`src/design/rcpi_pkg.sv`:
```
// Shared types and constants for the ray / convex polyhedron intercept unit.
package rcpi_pkg;

    localparam int MAX_FACES_DEF = 16;
    localparam int FRAC_BITS_DEF = 16;

    localparam int PADDR_W = 3;
    localparam logic [PADDR_W-1:0] ADDR_FACE_COUNT = 3'd0;

    localparam logic REQ_WRITE = 1'b0;
    localparam logic REQ_RAY   = 1'b1;

    localparam logic signed [31:0] T_NEG_INF = 32'sh8000_0000;
    localparam logic signed [31:0] T_POS_INF = 32'sh7FFF_FFFF;
    localparam logic signed [4:0]  SURF_NONE = -5'sd1;

    typedef struct packed {
        logic signed [31:0] a;
        logic signed [31:0] b;
        logic signed [31:0] c;
        logic signed [31:0] d;
    } plane_t;

    typedef struct packed {
        logic signed [31:0] x;
        logic signed [31:0] y;
        logic signed [31:0] z;
    } vec3_t;

endpackage

```
`src/design/rcpi_face_cell.sv`:
```
// One face slot of the rotating plane ring.
module rcpi_face_cell
    import rcpi_pkg::*;
(
    input  logic   clk,
    input  logic   rst_n,
    input  logic   shift_en,
    input  logic   wr_en,
    input  plane_t wr_plane,
    input  plane_t nb_plane,
    input  logic   nb_valid,
    output plane_t plane,
    output logic   valid
);

    plane_t plane_reg;
    logic   valid_reg;

    always_ff @(posedge clk or negedge rst_n)
    begin
        if (!rst_n)
        begin
            valid_reg <= 1'b0;
        end
        else if (wr_en)
        begin
            valid_reg <= 1'b1;
        end
        else if (shift_en)
        begin
            valid_reg <= nb_valid;
        end
    end

    always_ff @(posedge clk)
    begin
        if (wr_en)
        begin
            plane_reg <= wr_plane;
        end
        else if (shift_en)
        begin
            plane_reg <= nb_plane;
        end
    end

    assign plane = plane_reg;
    assign valid = valid_reg;

endmodule

```
`config.mk`:
```
export PLATFORM = sky130hd
export DESIGN_NAME = rcpi_face_cell
export DESIGN_NICKNAME = d
export VERILOG_FILES = /design/src/design/rcpi_pkg.sv /design/src/design/rcpi_face_cell.sv
export SDC_FILE = /design/constraint.sdc
export NUM_CORES = 1
export LEC_CHECK = 0
export BUFFER_PORTS_ARGS = -buffer_cell sky130_fd_sc_hd__buf_4
export CAP_MARGIN = 10
export CORE_AREA = 2 2 151 153
export CTS_BUF_LIST = sky130_fd_sc_hd__clkbuf_8
export CTS_CLUSTER_SIZE = 12
export DETAILED_ROUTE_END_ITERATION = 16
export DIE_AREA = 0 0 153 155
export MAX_ROUTING_LAYER = met4
export PLACE_DENSITY = 0.63
export SETUP_SLACK_MARGIN = 0.2
export SKIP_CTS_REPAIR_TIMING = 1
export SYNTH_ARGS = -nofsm -noshare
export SYNTH_HDL_FRONTEND = slang
export SYNTH_SLANG_ARGS = --single-unit
```
`constraint.sdc`:
```
create_clock -name clk -period 0.9 [get_ports clk]
set_input_delay 0.135 -clock clk [delete_from_list [all_inputs] [get_ports clk]]
set_output_delay 0.135 -clock clk [all_outputs]
set_load 0.05 [all_outputs]
```
==> flow_summary.json <==
{
  "grt_pass1_vias": 4274,
  "placedCellCount": 953,
  "synthCells": 274,
  "slowest_stage": "edfxtp_1",
  "reg2reg_depth": 2,
  "path_cells": "buf_6",
  "initial_core_util": 0.246,
  "utilization": 0.450,
  "fin_ws_ns": -0.280,
  "ys_types": 9,
  "cellPowerDensity_nw_per_um2": 1830,
  "crit_start": "plane[86]",
  "cts_buffers": 17,
  "hold_viol": 20,
  "path_max_fanout": 1,
  "rsz0062_at_grt": "true",
  "antenna_found_initial": 0,
  "violations": "negative hold slack, negative setup slack",
  "ys_seq_elements": 129,
  "cts_tree": "yes",
  "clock_skew_ns": 0,
  "critPathRequiredTime_ns": 0.76,
  "gr-total-overflow": 0,
  "area_growth_pct": 83.2,
  "cts_buffer_depth": 2,
  "start_kind": "flop",
  "die_y_um": 155,
  "relSlewSlack": 0.872,
  "critPathMaxStageDelay_ns": 0.43,
  "dieWidth_um": 153,
  "antenna_left": 0,
  "finalSetupViolCount": 129,
  "ioPinCount": 390,
  "gp_congestion": 0.756,
  "hold_path_class": "in -> reg",
  "critPathTopFamily": "flip-flops",
  "routed_via_density": 4.16,
  "critPathKind": "reg -> out",
  "tightest_slew_ns": 0.192,
  "dieArea_um2": 23700,
  "r2r_slack_ns": 0.04,
  "rows": 55,
  "track_usage": 0.142,
  "dpl.hpwl_um": 13300,
  "drv_slew": 0,
  "port_buffers": 389,
  "drv_cap": 0,
  "fmax_ghz": 0.848,
  "post_route_cells_drive_above_1_share": 0.811,
  "hold_ws_ns": -0.0781,
  "drt-pass1-iter-count": 4,
  "syn_nets": 535,
  "cts-htree-levels": 4,
  "drc": 0,
  "outcome": "finished with violations",
  "endpoint": "plane[86]",
  "cp.depth": 1,
  "insertion_delay_ns": 0.42,
  "arrival_ns": 1.04,
  "r2r-start": "valid",
  "drt_wl_total_um": 17600,
  "antenna_cells": 0,
  "wl_per_cell_um": 17.8,
  "period_minus_slack_ns": 1.18,
  "p_leak_uw": 0.00439,
  "path_clk_slew_ns": 0.08,
  "core_area_um2": 22200,
  "period_share": 1.31,
  "layout.cells.non_filler": 989,
  "r2r_end": "valid",
  "pre_cts_ws_ns": -0.326,
  "layout.nets": 953,
  "netlist_area_um2": 5470,
  "grt_pass1_wl_um": 24500,
  "yosysWarnings": 0,
  "peakVddDrop_uv": 795,
  "cts_sinks": 129,
  "syn_area_per_cell_um2": 20.0,
  "largest_reg_flops": 128,
  "crit_path_end_kind": "output pin",
  "grt_max_degree": 55,
  "drtIter0Drc": 171,
  "cts_root_buf": "clkbuf_8",
  "synth_seq_area_share": 0.708,
  "vias": 4119,
  "critPathBufInv": 1
}
cell type report:
type	count	area (um^2)
fillers	2014	12200
flip-flops and latches	129	3870
repair buffers	413	3830
multi-input cells	131	1580
well taps	285	357
clock buffers	17	234
clock inverters	14	141
cells in the final DEF, fill, tap and decap left out, drive strengths merged:
cell / instances
buf: 408
edfxtp: 128
mux2: 128
clkbuf: 21
clkinv: 8
bufinv: 2
clkinvlp: 2
inv: 2
or2: 1
nor2b: 1
a211o: 1
dlygate4sd3: 1
dfrtp: 1
power by group:
part | switching, uW | internal, uW
clock | 2450 | 2440
combinational | 3170 | 2540
sequential | 315 | 7380
synth_stat cells:
library cell	count	area share
nor2b_1	1	0.0011
buf_2	3	0.0027
dfrtp_1	1	0.0046
edfxtp_1	128	0.70
a211o_1	1	0.0016
buf_4	1	0.0014
buf_6	10	0.021
or2_2	1	0.0011
mux2_2	128	0.26
worst min path at each step:
stage | end | cells after the start | from | slack, ns
floorplan | valid | 0 | rst_n | -0.16
global placement | valid | 1 | rst_n | -0.09
detailed placement | valid | 1 | rst_n | -0.09
CTS | valid | 1 | rst_n | -0.59
global route | valid | 2 | nb_valid | -0.11
finish | valid | 2 | nb_valid | -0.08
cells by family (layout without fill, tap and decap cells):
family                 after synthesis  in the layout  share of synthesized area
muxes                              128            128                      0.264
DFF                                129            129                      0.708
buffers and inverters               14            444                     0.0247
AOI/OAI and AO/OA                    1              1                    0.00160
and+or+nand+nor                      2              2                    0.00229
routing by layer:
layer | wire, um | GRT usage
met4 | 221 | 0.0437
met5 | 0 | -
met3 | 1420 | 0.0440
met2 | 9260 | 0.244
met1 | 6660 | 0.159
stage by stage:
step	setup TNS [ns]	total power (uW)	cell area, um^2	hold slack [ns]
3_3_place_gp	-60.82	12900	8970	-0.0881
5_1_grt	-36.80	19000	10000	-0.106
4_1_cts	-37.95	17900	9350	-0.587
3_5_place_dp	-63.55	13000	8970	-0.0862
2_1_floorplan	-115.70	10800	5640	-0.161
6_report	-28.91	18300	10000	-0.0781
No activity file was read; power rests on OpenSTA's default activity.
