--- src/design/rcpi_pkg.sv ---
// Shared types and constants for the ray / convex polyhedron intercept unit.
package rcpi_pkg;

    localparam int MAX_FACES_DEF = 16;
    localparam int FRAC_BITS_DEF = 16;

    localparam int PADDR_W = 3;
    localparam logic [PADDR_W-1:0] ADDR_FACE_COUNT = 3'd0;

    localparam logic REQ_WRITE = 1'b0;
    localparam logic REQ_RAY   = 1'b1;

    localparam logic signed [31:0] T_NEG_INF = 32'sh8000_0000;
    localparam logic signed [31:0] T_POS_INF = 32'sh7FFF_FFFF;
    localparam logic signed [4:0]  SURF_NONE = -5'sd1;

    typedef struct packed {
        logic signed [31:0] a;
        logic signed [31:0] b;
        logic signed [31:0] c;
        logic signed [31:0] d;
    } plane_t;

    typedef struct packed {
        logic signed [31:0] x;
        logic signed [31:0] y;
        logic signed [31:0] z;
    } vec3_t;

endpackage

--- src/design/rcpi_div.sv ---
// Restoring divider, one quotient bit per cycle: (num << FRAC_BITS) / den.
module rcpi_div
    import rcpi_pkg::*;
#(
    parameter int FRAC_BITS = FRAC_BITS_DEF
)
(
    input  logic        clk,
    input  logic        rst_n,
    input  logic        start,
    input  logic [63:0] num,
    input  logic [63:0] den,
    output logic        done,
    output logic [31:0] quo,
    output logic        ovf
);

    localparam int DW = 64 + FRAC_BITS;
    localparam int IW = $clog2(DW);

    logic [DW-1:0] dvd_reg;
    logic [63:0]   rem_reg;
    logic [63:0]   den_reg;
    logic [31:0]   quo_reg;
    logic          ovf_reg;
    logic [IW-1:0] idx_reg;
    logic          busy_reg;
    logic          done_reg;

    logic [64:0] trial;
    logic [64:0] diff;
    logic        ge;

    assign trial = {rem_reg, dvd_reg[DW-1]};
    assign ge    = trial >= {1'b0, den_reg};
    assign diff  = trial - {1'b0, den_reg};

    always_ff @(posedge clk or negedge rst_n)
    begin
        if (!rst_n)
        begin
            busy_reg <= 1'b0;
            done_reg <= 1'b0;
        end
        else
        begin
            done_reg <= 1'b0;
            if (start)
            begin
                busy_reg <= 1'b1;
            end
            else if (busy_reg && idx_reg == '0)
            begin
                busy_reg <= 1'b0;
                done_reg <= 1'b1;
            end
        end
    end

    always_ff @(posedge clk)
    begin
        if (start)
        begin
            dvd_reg <= {num, {FRAC_BITS{1'b0}}};
            rem_reg <= '0;
            den_reg <= den;
            quo_reg <= '0;
            ovf_reg <= 1'b0;
            idx_reg <= IW'(DW - 1);
        end
        else if (busy_reg)
        begin
            dvd_reg <= {dvd_reg[DW-2:0], 1'b0};
            rem_reg <= ge ? diff[63:0] : trial[63:0];
            // quotient bits at weight 2^32 and above only flag overflow
            if (idx_reg < IW'(32))
            begin
                quo_reg <= {quo_reg[30:0], ge};
            end
            else
            begin
                ovf_reg <= ovf_reg | ge;
            end
            idx_reg <= idx_reg - IW'(1);
        end
    end

    assign done = done_reg;
    assign quo  = quo_reg;
    assign ovf  = ovf_reg;

endmodule

--- config.mk ---
export PLATFORM = sky130hd
export DESIGN_NAME = rcpi_div
export DESIGN_NICKNAME = d
export VERILOG_FILES = /design/src/design/rcpi_pkg.sv /design/src/design/rcpi_div.sv
export SDC_FILE = /design/constraint.sdc
export NUM_CORES = 1
export LEC_CHECK = 0
export BUFFER_PORTS_ARGS = -buffer_cell sky130_fd_sc_hd__buf_2
export CAP_MARGIN = 10
export CORE_MARGIN = 10
export CORE_UTILIZATION = 40
export CTS_CLUSTER_DIAMETER = 50
export DETAILED_ROUTE_END_ITERATION = 8
export PLACE_DENSITY = 0.73
export SETUP_SLACK_MARGIN = 0.15
export SLEW_MARGIN = 30
export SYNTH_ARGS = -nofsm -noshare
export SYNTH_HDL_FRONTEND = slang
export SYNTH_SLANG_ARGS = --single-unit
--- constraint.sdc ---
create_clock -name clk -period 2.95 [get_ports clk]
set_input_delay 0.1475 -clock clk [delete_from_list [all_inputs] [get_ports clk]]
set_output_delay 0.1475 -clock clk [all_outputs]
set_load 0.02 [all_outputs]
==> impl_results.md, run 1 <==
- Final setup vio count: 56
- Crit-path most repeated cell: buf_12
- Reg clk slew, reported paths: 60 ps
- Core area: 0.0318 sq mm
- Longest Clk Path Bufs: 3
- Synthesis Warnings: 0
- Post-Synth Simple-Gate Area: 11.8%
- DR iter-0 viols: 819
- Yosys cell types: 75
- Synth Register Bits: 234
- Post-Synth Adder-Cell Area: 6.43%
- Row cnt: 65
- Cell Area, Placed: 0.0150 sq mm
- Synth Cell Area: 0.0130 sq mm
- Max-slew violations: 0
- TNS Setup: -3260 ps
- Initial core utilization: 40.8%
- Peak supply drop: 0.358 mV
- Height of the die: 200 microns
- Failing checks: setup timing
- Achievable frequency: 0.320 GHz
- Launching point of the worst reg2reg path: den_reg[20]
- Wire per inst: 18.7 microns
- Num CTS Buffers: 35
- Worst hold slack: 150 ps
- XOR/XNOR share of the synthesized area: 4.19%
- Critical path cell sequence: inv_2, ha_4, a21oi_2, buf_4, buf_6, o211ai_1, a21oi_1, nor2_2, a21oi_4, o21ai_4, a41oi_4, o31ai_4, buf_12, buf_12, buf_16, mux2i_1, a211oi_2
- CP startpoint kind: flip-flop
- Top_reg_cell synth: edfxtp_1
- Ports: 165
- Layout net count: 1927
- Final worst path period share: 106%
- Slew headroom: 52.4%
- H-tree Lvls: 2
- DRC: 0
- Slowest CP cell: edfxtp_1
- Global Route Usage Sum: 19.5%
- 1st-pass router iterations: 7
- Global-route wire length before repair: 63.0 mm
- P_leak: 0.00785 uW
- Tmin final: 3130 ps
- CP Launch Point: den_reg[20]
- Initial antenna violation count: 2
- Async set or reset register ratio after synthesis: 0.855%
- Largest net degree at the start of global routing: 76
- Routed vias/inst: 5.36
- Grt total ovfl: 0
- Compound-cell area share of the yosys netlist: 17.4%
- Syn Area/Cell: 10.0 sq um
- Port Buffers: 164
- WL final: 41.0 mm
- Run status: finished, violations left
- Register area share after synthesis: 46.1%
- Final ANT Viol Nets: 0
- Worst Tran Pin Value: 714 ps
- Total power: 10300 uW
- Required @ worst endpoint: 3320 ps
- Placed cell count: 1949
- Mux contribution to synthesized area: 9.25%
- Routability cong.: 0.912
- Layout cells sized above 1: 32.5%
- Hpwl dp: 24.8 mm
- Vias: 11.8k
- HP Class: input pin to flip-flop
- RSZ-0062 raised after global routing: true
- CP max stage delay: 340 ps
- Max FO, Critical Path: 6
- Area of the multi-input gates: 0.00714 sq mm
- Clk root buf: clkbuf_16
- Filler cells: 2520
- Post-synth EDFFs: 128
- CTS tree: built
- CTS Sinks: 234
- P&R area growth vs syn: 45.9%
- Pwr Density: 546 mW/mm^2
- Via count of the first global-routing pass: 12.1k
- Worst Path Buf+Inv: 6
- Worst path top cell family by delay: compound AO/OA/AOI/OAI gates
- Die area: 0.0400 sq mm
- Post-synth net total: 1494
- HP Start: start
- Hold Fails Final Rpt: 0
- Reg area: 0.00598 sq mm
- Gate Count Post-Synth: 1297
- Largest family of logic cells by synthesized area: compound AO/OA/AOI/OAI gates
- CP endpoint kind: flip-flop
- Count of max-cap constraint violations: 0
- Die span in x: 200 microns
- Layout Cell Area excl Fill: 0.0189 sq mm
- Non-filler cells, final: 2193
- Setup WS post-layout: -177 ps
- Clock skew: 25.3 ps
- Critical path type: flip-flop to flip-flop
- Worst-Skew Late Latency: 520 ps
- Critical path arrival: 3500 ps
power by group:
group          leakage [uW]  internal [uW]  total [uW]  switching (uW)
clock network      0.000556           2460        4070            1610
registers           0.00217           3700        3830             129
logic               0.00513           1250        2430            1180
total               0.00785           7410       10300            2920
cells in the final DEF, fill, tap and decap left out, types with 41 or more instances in the layout:
| master | count |
|---|---|
| ha_1 | 41 |
| mux2_2 | 63 |
| nand2_1 | 144 |
| buf_4 | 129 |
| inv_1 | 73 |
| dfxtp_1 | 104 |
| nor2_1 | 75 |
| dlygate4sd3_1 | 130 |
| buf_2 | 163 |
| mux2i_1 | 45 |
| edfxtp_1 | 128 |
| a21oi_1 | 99 |
kinds of logic after synthesis:
kind of cell             after synthesis
XOR/XNOR                              62
AND/OR/NAND/NOR                      334
buffers and inverters                145
multiplexers                         112
adder cells (fa/ha/maj)               66
AO/OA/AOI/OAI                        344
flip-flops                           234
synth_stat cells (3+ instances only):
library cell	number	area share (%)
o31a_1	4	0.27
mux2_2	63	5.5
clkbuf_1	46	1.3
xor2_1	20	1.4
and2_1	5	0.24
nand2b_1	13	0.63
nor3_1	11	0.42
o21a_1	12	0.69
nor4_1	4	0.19
buf_2	12	0.46
ha_1	65	6.3
nand3_1	15	0.58
or3_1	3	0.14
a31oi_1	7	0.34
inv_1	79	2.3
o21bai_1	13	0.75
o21ai_1	15	0.58
edfxtp_1	128	30
a32oi_1	8	0.54
buf_12	4	0.62
dfxtp_1	104	16
nand2_1	147	4.3
a21oi_1	112	4.3
a2111oi_0	5	0.34
a211oi_1	40	2.3
mux2i_1	49	3.8
o41ai_1	4	0.27
o211ai_1	5	0.29
and3_1	9	0.43
a21o_1	29	1.7
or4_1	3	0.17
a21oi_2	3	0.20
o311ai_0	5	0.34
o31ai_1	9	0.52
o21ai_0	47	1.8
a221oi_1	3	0.20
xnor2_1	42	2.8
nor2b_1	9	0.43
nand4_1	20	0.96
nor2_1	79	2.3
layout make-up:
class                   instances  share of cell area [%]
multi-input cells             918                    37.7
clock buffers                  44                    4.91
flip-flops and latches        234                    31.6
repair buffers                462                    20.2
clock inverters                19                    1.10
diodes                          2                  0.0264
well taps                     435                    2.88
inverters                      79                    1.59
final timing paths:
path	slack, ps	cells after the start	endpoint
worst max-delay path	-180	17	rem_reg[27]
worst max register to register	-180	17	rem_reg[27]
worst min register to register	460	2	quo[31]
min in group asynchronous	530	3	done
worst min-delay path	150	2	idx_reg[5]
max in group asynchronous	2280	3	busy_reg
repair_timing:
action | in CTS | in global routing
setup buffers | 31 | 8
hold endpoints to repair | 130 | 0
cloned | 8 | 2
pin swaps | 64 | 39
setup endpoints to repair | 66 | 66
gates resized for setup | 103 | 65
hold buffers | 130 | 0
routing by layer:
metal	GRT usage, %	vias up	wire, microns
met5	0	-	0
met4	6.73	0	1320
met3	4.66	111	3130
met2	33.4	506	20100
met1	23.4	5528	16500
li1	-	5613	-
stage by stage:
step / utilization, % / setup slack (ps)
CTS: 58.1 / -68.4
global route: 59.5 / -257
detailed placement: 47.2 / -262
finish: 59.5 / -177
floorplan: - / 72.9
global placement: 47.2 / -198
Note: power is estimated with default switching activity, not from simulation.
==> inputs of run 2 (changes only) <==
Settings changed: CORE_ASPECT_RATIO set to 0.5, CORE_MARGIN 10 to 1.5, GPL_TIMING_DRIVEN set to 0.
==> run 2 against run 1 <==
Net effect: the run still ends with setup timing left; power fell by 7.7%; core utilization is 2.3 points lower; final area is 3.9% lower; final cell count shrank 2.7%; clock skew increased by 3.8 ps; register-to-register slack worse by 80 ps; first-iteration DRC count is 0.37% lower.
==> impl_results.md, run 2 (synthesis results as in run 1) <==
- Wire per inst: 17.8 microns
- Sequential share of power: 40.0%
- Sw Share: 28.9%
- P_leak: 0.00739 uW
- Ports: 165
- DRC: 0
- Largest net degree at the start of global routing: 39
- Slew headroom: 37.3%
- CP startpoint kind: flip-flop
- Initial core utilization: 40.8%
- Global-route wire length before repair: 58.3 mm
- Peak supply drop: 0.388 mV
- Placed cell count: 1896
- HP Class: input pin to flip-flop
- CTS tree: built
- Clock power frac: 36.7%
- WL final: 38.0 mm
- P&R area growth vs syn: 40.2%
- Core Util, Final: 57.2%
- Critical path cell sequence: ha_1, nand4_1, a211o_1, nand3_2, a21oi_4, o21ai_4, a41oi_4, o31ai_4, buf_6, buf_12, mux2i_1, a211oi_1
- Layout net count: 1875
- Max-slew violations: 0
- Worst Tran Pin Value: 941 ps
- Final setup vio count: 66
- Final worst path period share: 109%
- Via count of the first global-routing pass: 11.3k
- Achievable frequency: 0.312 GHz
- CP endpoint kind: flip-flop
- Cell Area, Placed: 0.0144 sq mm
- Routability cong.: 0.922
- Launching point of the worst reg2reg path: rem_reg[8]
- CP Launch Point: rem_reg[8]
- Tmin final: 3210 ps
- Pint: 6780 uW
- Count of max-cap constraint violations: 0
- Die area: 0.0336 sq mm
- Area of the multi-input gates: 0.00727 sq mm
- Global Route Usage Sum: 21.5%
- HP Start: start
- DR iter-0 viols: 816
- Reg area: 0.00598 sq mm
- Die span in x: 258 microns
- Clk root buf: clkbuf_16
- Pwr Density: 524 mW/mm^2
- Worst hold slack: 29.0 ps
- Leading cell type in the layout, fill and taps excluded: buf_2
- Vias: 11.6k
- Filler cells: 2611
- Critical path arrival: 3620 ps
- Slowest CP cell: ha_1
- Most frequent cells in the layout: buf_2 (169), nand2_1 (140), dlygate4sd3_1 (130), edfxtp_1 (128), dfxtp_1 (104)
- NetSw: 2750 uW
- Initial antenna violation count: 2
- CTS Sinks: 234
- Max FO, Critical Path: 10
- Final ANT Viol Nets: 0
- Required @ worst endpoint: 3360 ps
- Layout Cell Area excl Fill: 0.0182 sq mm
- Row cnt: 46
- Port Buffers: 164
- Non-filler cells, final: 2133
- Core area: 0.0318 sq mm
- Worst-Skew Late Latency: 570 ps
- Critical path type: flip-flop to flip-flop
- Failing checks: setup timing
- 1st-pass router iterations: 6
- Routed vias/inst: 5.42
- Longest Clk Path Bufs: 3
- RSZ-0062 raised after global routing: true
- Run status: finished, violations left
- R2R Setup Slk: -260 ps
- Hpwl dp: 24.0 mm
- Num CTS Buffers: 27
- H-tree Lvls: 1
- Combinational share of power: 23.3%
- Layout cells sized above 1: 29.0%
- Grt total ovfl: 0
- CP max stage delay: 430 ps
- Setup WS post-layout: -260 ps
- Clock skew: 29.2 ps
- Hold Fails Final Rpt: 0
- Height of the die: 130 microns
- Total power: 9540 uW
- Reg clk slew, reported paths: 70 ps
run 2: cell count changes in the layout (fill, tap and decap cells not counted), moves of 4 or more:
cell       previous run  this run
ha_2                  5         9
ha_4                 19        14
buf_2               163       169
nand2_1             144       140
buf_12               14         9
clkbuf_16            37        29
buf_16                8         4
clkbuf_1              7        42
buf_4               129        40
nand2_2               2         6
run 2: through the flow:
stage / setup WS, ps / setup TNS [ps]
after floorplan: 72.9 / 0
after global placement: -1650 / -131520
after detailed placement: -789 / -64080
after CTS: -61.1 / -668
after global routing: -337 / -16190
final: -260 / -9880
run 2: per-layer routing:
metal	vias up	part of all wire, %	track usage (%)
met5	-	0	0
met4	0	3.2	6.67
met3	104	5.8	3.65
met2	375	48	36.8
met1	5559	43	28.0
li1	5513	-	-
run 2: critical path: cells and delay by family (launching register included):
kind | cells | cell delay (ps)
AO/OA/AOI/OAI | 6 | 1280
adder cells (fa/ha/maj) | 1 | 430
buffers and inverters | 2 | 400
flip-flops | 1 | 360
multiplexers | 1 | 220
AND/OR/NAND/NOR | 2 | 340
run 2: layout make-up:
cell class | instances | area share [%]
Clock buffer | 34 | 4.14
Timing Repair Buffer | 352 | 15.1
Antenna cell | 2 | 0.0275
Sequential cell | 234 | 32.9
Clock inverter | 16 | 0.943
Tap cell | 432 | 2.97
Multi-Input combinational cell | 918 | 40.0
Buffer | 66 | 2.30
Inverter | 79 | 1.65
run 2: timing repair:
item | in CTS | in global routing
pin swaps | 65 | 38
resized for setup | 138 | 89
setup buffers | 34 | 14
setup endpoints to repair | 130 | 109
cloned | 6 | 1
hold buffers | 130 | 0
hold endpoints to repair | 130 | 0
run 2: worst paths after layout:
kind	cells after the start	endpoint
worst min-delay path	1	den_reg[6]
min in group asynchronous	3	busy_reg
worst max register to register	12	rem_reg[18]
max in group asynchronous	3	done
worst min register to register	2	quo[31]
worst max-delay path	12	rem_reg[18]
run 2: power by group through the flow:
stage | Sequential, uW | Combinational [uW] | Clock, uW
2_1_floorplan | 3830 | 1170 | 0
3_3_place_gp | 3860 | 1530 | 0
3_5_place_dp | 3870 | 1550 | 0
4_1_cts | 3810 | 1970 | 3540
5_1_grt | 3840 | 2380 | 3690
6_report | 3820 | 2220 | 3500
==> inputs of run 3 (changes only) <==
Settings changed: CTS_BUF_LIST set to sky130_fd_sc_hd__clkbuf_8.
==> run 3 against run 2 <==
Net effect: clock skew up 4.3 ps; maximum frequency up 1.7%; the flow still finishes with violations (setup timing); register-to-register slack better by 50 ps; largest cell class unchanged; worst hold slack worse by 0.72 ps; sequential cell count unchanged; core utilization up 0.12 points; non-clock buffer count up 14; die area unchanged; via count up 1.0%; final area up 0.21%.
==> impl_results.md, run 3 (synthesis results as in run 1) <==
- Run status: finished, violations left
- Failing checks: setup timing
- Ports: 165
- Initial core utilization: 40.8%
- Height of the die: 130 microns
- Filler cells: 2577
- Global Route Usage Sum: 21.6%
- Slew headroom: 45.3%
- Routed vias/inst: 5.39
- Pwr Density: 491 mW/mm^2
- CTS tree: built
- TNS Setup: -7710 ps
- Leading cell type in the layout, fill and taps excluded: buf_2
- CTS Sinks: 234
- Grt total ovfl: 0
- Max-slew violations: 0
- Die span in x: 258 microns
- Port Buffers: 164
- Required @ worst endpoint: 3380 ps
- Clk root buf: clkbuf_8
- Hold Fails Final Rpt: 0
- Critical path type: flip-flop to flip-flop
- P_leak: 0.00739 uW
- Setup WS post-layout: -207 ps
- Final worst path period share: 107%
- DRC: 0
- Max FO, Critical Path: 7
- Peak supply drop: 0.334 mV
- Final setup vio count: 65
- Worst Tran Pin Value: 820 ps
- Critical path arrival: 3590 ps
- DR iter-0 viols: 878
- Vias: 11.7k
- WL final: 38.2 mm
- Slowest CP cell: o31ai_4
- Worst Path Buf+Inv: 5
- Crit-path most repeated cell: buf_6
- HP Class: input pin to flip-flop
- Layout net count: 1900
- Achievable frequency: 0.317 GHz
- Area of the multi-input gates: 0.00732 sq mm
- Total power: 8950 uW
- Global-route wire length before repair: 58.2 mm
- Critical path cell sequence: inv_2, ha_4, buf_6, nand4_1, a211o_1, nand3_2, a21oi_4, o21ai_4, a41oi_4, o31ai_4, buf_6, buf_16, buf_12, mux2i_1, a211oi_1
- Worst-Skew Late Latency: 580 ps
- Row cnt: 46
- Most frequent cells in the layout: buf_2 (168), nand2_1 (139), dlygate4sd3_1 (130), edfxtp_1 (128), dfxtp_1 (102)
- H-tree Lvls: 2
- Reg clk slew, reported paths: 70 ps
- CP startpoint kind: flip-flop
- Layout cells sized above 1: 30.2%
- Final ANT Viol Nets: 0
- Routability cong.: 0.922
- 1st-pass router iterations: 6
- Worst path top cell family by delay: compound AO/OA/AOI/OAI gates
- Tmin final: 3160 ps
- Hpwl dp: 24.0 mm
- Count of max-cap constraint violations: 0
- Clock skew: 33.5 ps
- Core area: 0.0318 sq mm
- Wire per inst: 17.6 microns
- Core Util, Final: 57.4%
- CP endpoint kind: flip-flop
- Via count of the first global-routing pass: 11.3k
- CP max stage delay: 370 ps
- Die area: 0.0336 sq mm
- P&R area growth vs syn: 40.5%
- Largest net degree at the start of global routing: 39
- Reg area: 0.00598 sq mm
- Num CTS Buffers: 38
- RSZ-0062 raised after global routing: true
- Longest Clk Path Bufs: 3
- Initial antenna violation count: 1
run 3: cell types whose count changed in the layout (fill, tap and decap cells not counted), sizes merged, moves of 6 or more:
cell	delta
buf	+15
clkinv	+6
inv	+7
clkbuf	+8
run 3: through the flow:
step                std cells  hold WS (ps)  setup WS, ps  area, sq um
finish                   2166          28.2          -207        18200
global route             2166          14.2          -288        18200
CTS                      2151          11.1         -55.2        17700
detailed placement       1896         -63.0          -789        14400
global placement         1893         -65.6         -1650        14400
floorplan                1297          -148          72.9        13000
run 3: worst paths after layout:
| check | from | to | slack [ps] | cells after the start |
|---|---|---|---|---|
| worst min register to register | quo[30] | quo[31] | 470 | 2 |
| max in group asynchronous | rst_n | done | 2300 | 3 |
| min in group asynchronous | rst_n | busy_reg | 520 | 3 |
| worst min-delay path | start | den_reg[11] | 30 | 1 |
| worst max register to register | den_reg[11] | rem_reg[10] | -210 | 15 |
| worst max-delay path | den_reg[11] | rem_reg[10] | -210 | 15 |
run 3: power by group:
group	internal [uW]	total, uW	switching, uW	leakage (uW)
sequential	3690	3830	133	0.00217
combinational	1140	2280	1140	0.00480
clock	1440	2840	1400	0.000417
total	6270	8950	2680	0.00739
run 3: routing by layer:
metal,track usage (%),up-vias,share of wire (%)
li1,-,5551,-
met1,27.4,5624,43
met2,37.2,397,48
met3,4.35,100,6.2
met4,7.36,0,2.9
met5,0,-,0
run 3: repair_timing:
action | CTS | global route
buffers inserted | 48 | 14
pin swaps | 84 | 37
cloned | 7 | 0
resized for setup | 165 | 87
hold endpoints to repair | 130 | 0
setup endpoints to repair | 130 | 127
hold buffers | 130 | 0
run 3: layout make-up:
type,instances,share of cell area (%)
Multi-Input combinational cell,918,40.2
Sequential cell,234,32.8
Timing Repair Buffer,366,15.9
Clock buffer,43,3.25
Tap cell,432,2.97
Buffer,66,2.46
Inverter,79,1.65
Clock inverter,27,0.790
Antenna cell,1,0.0137
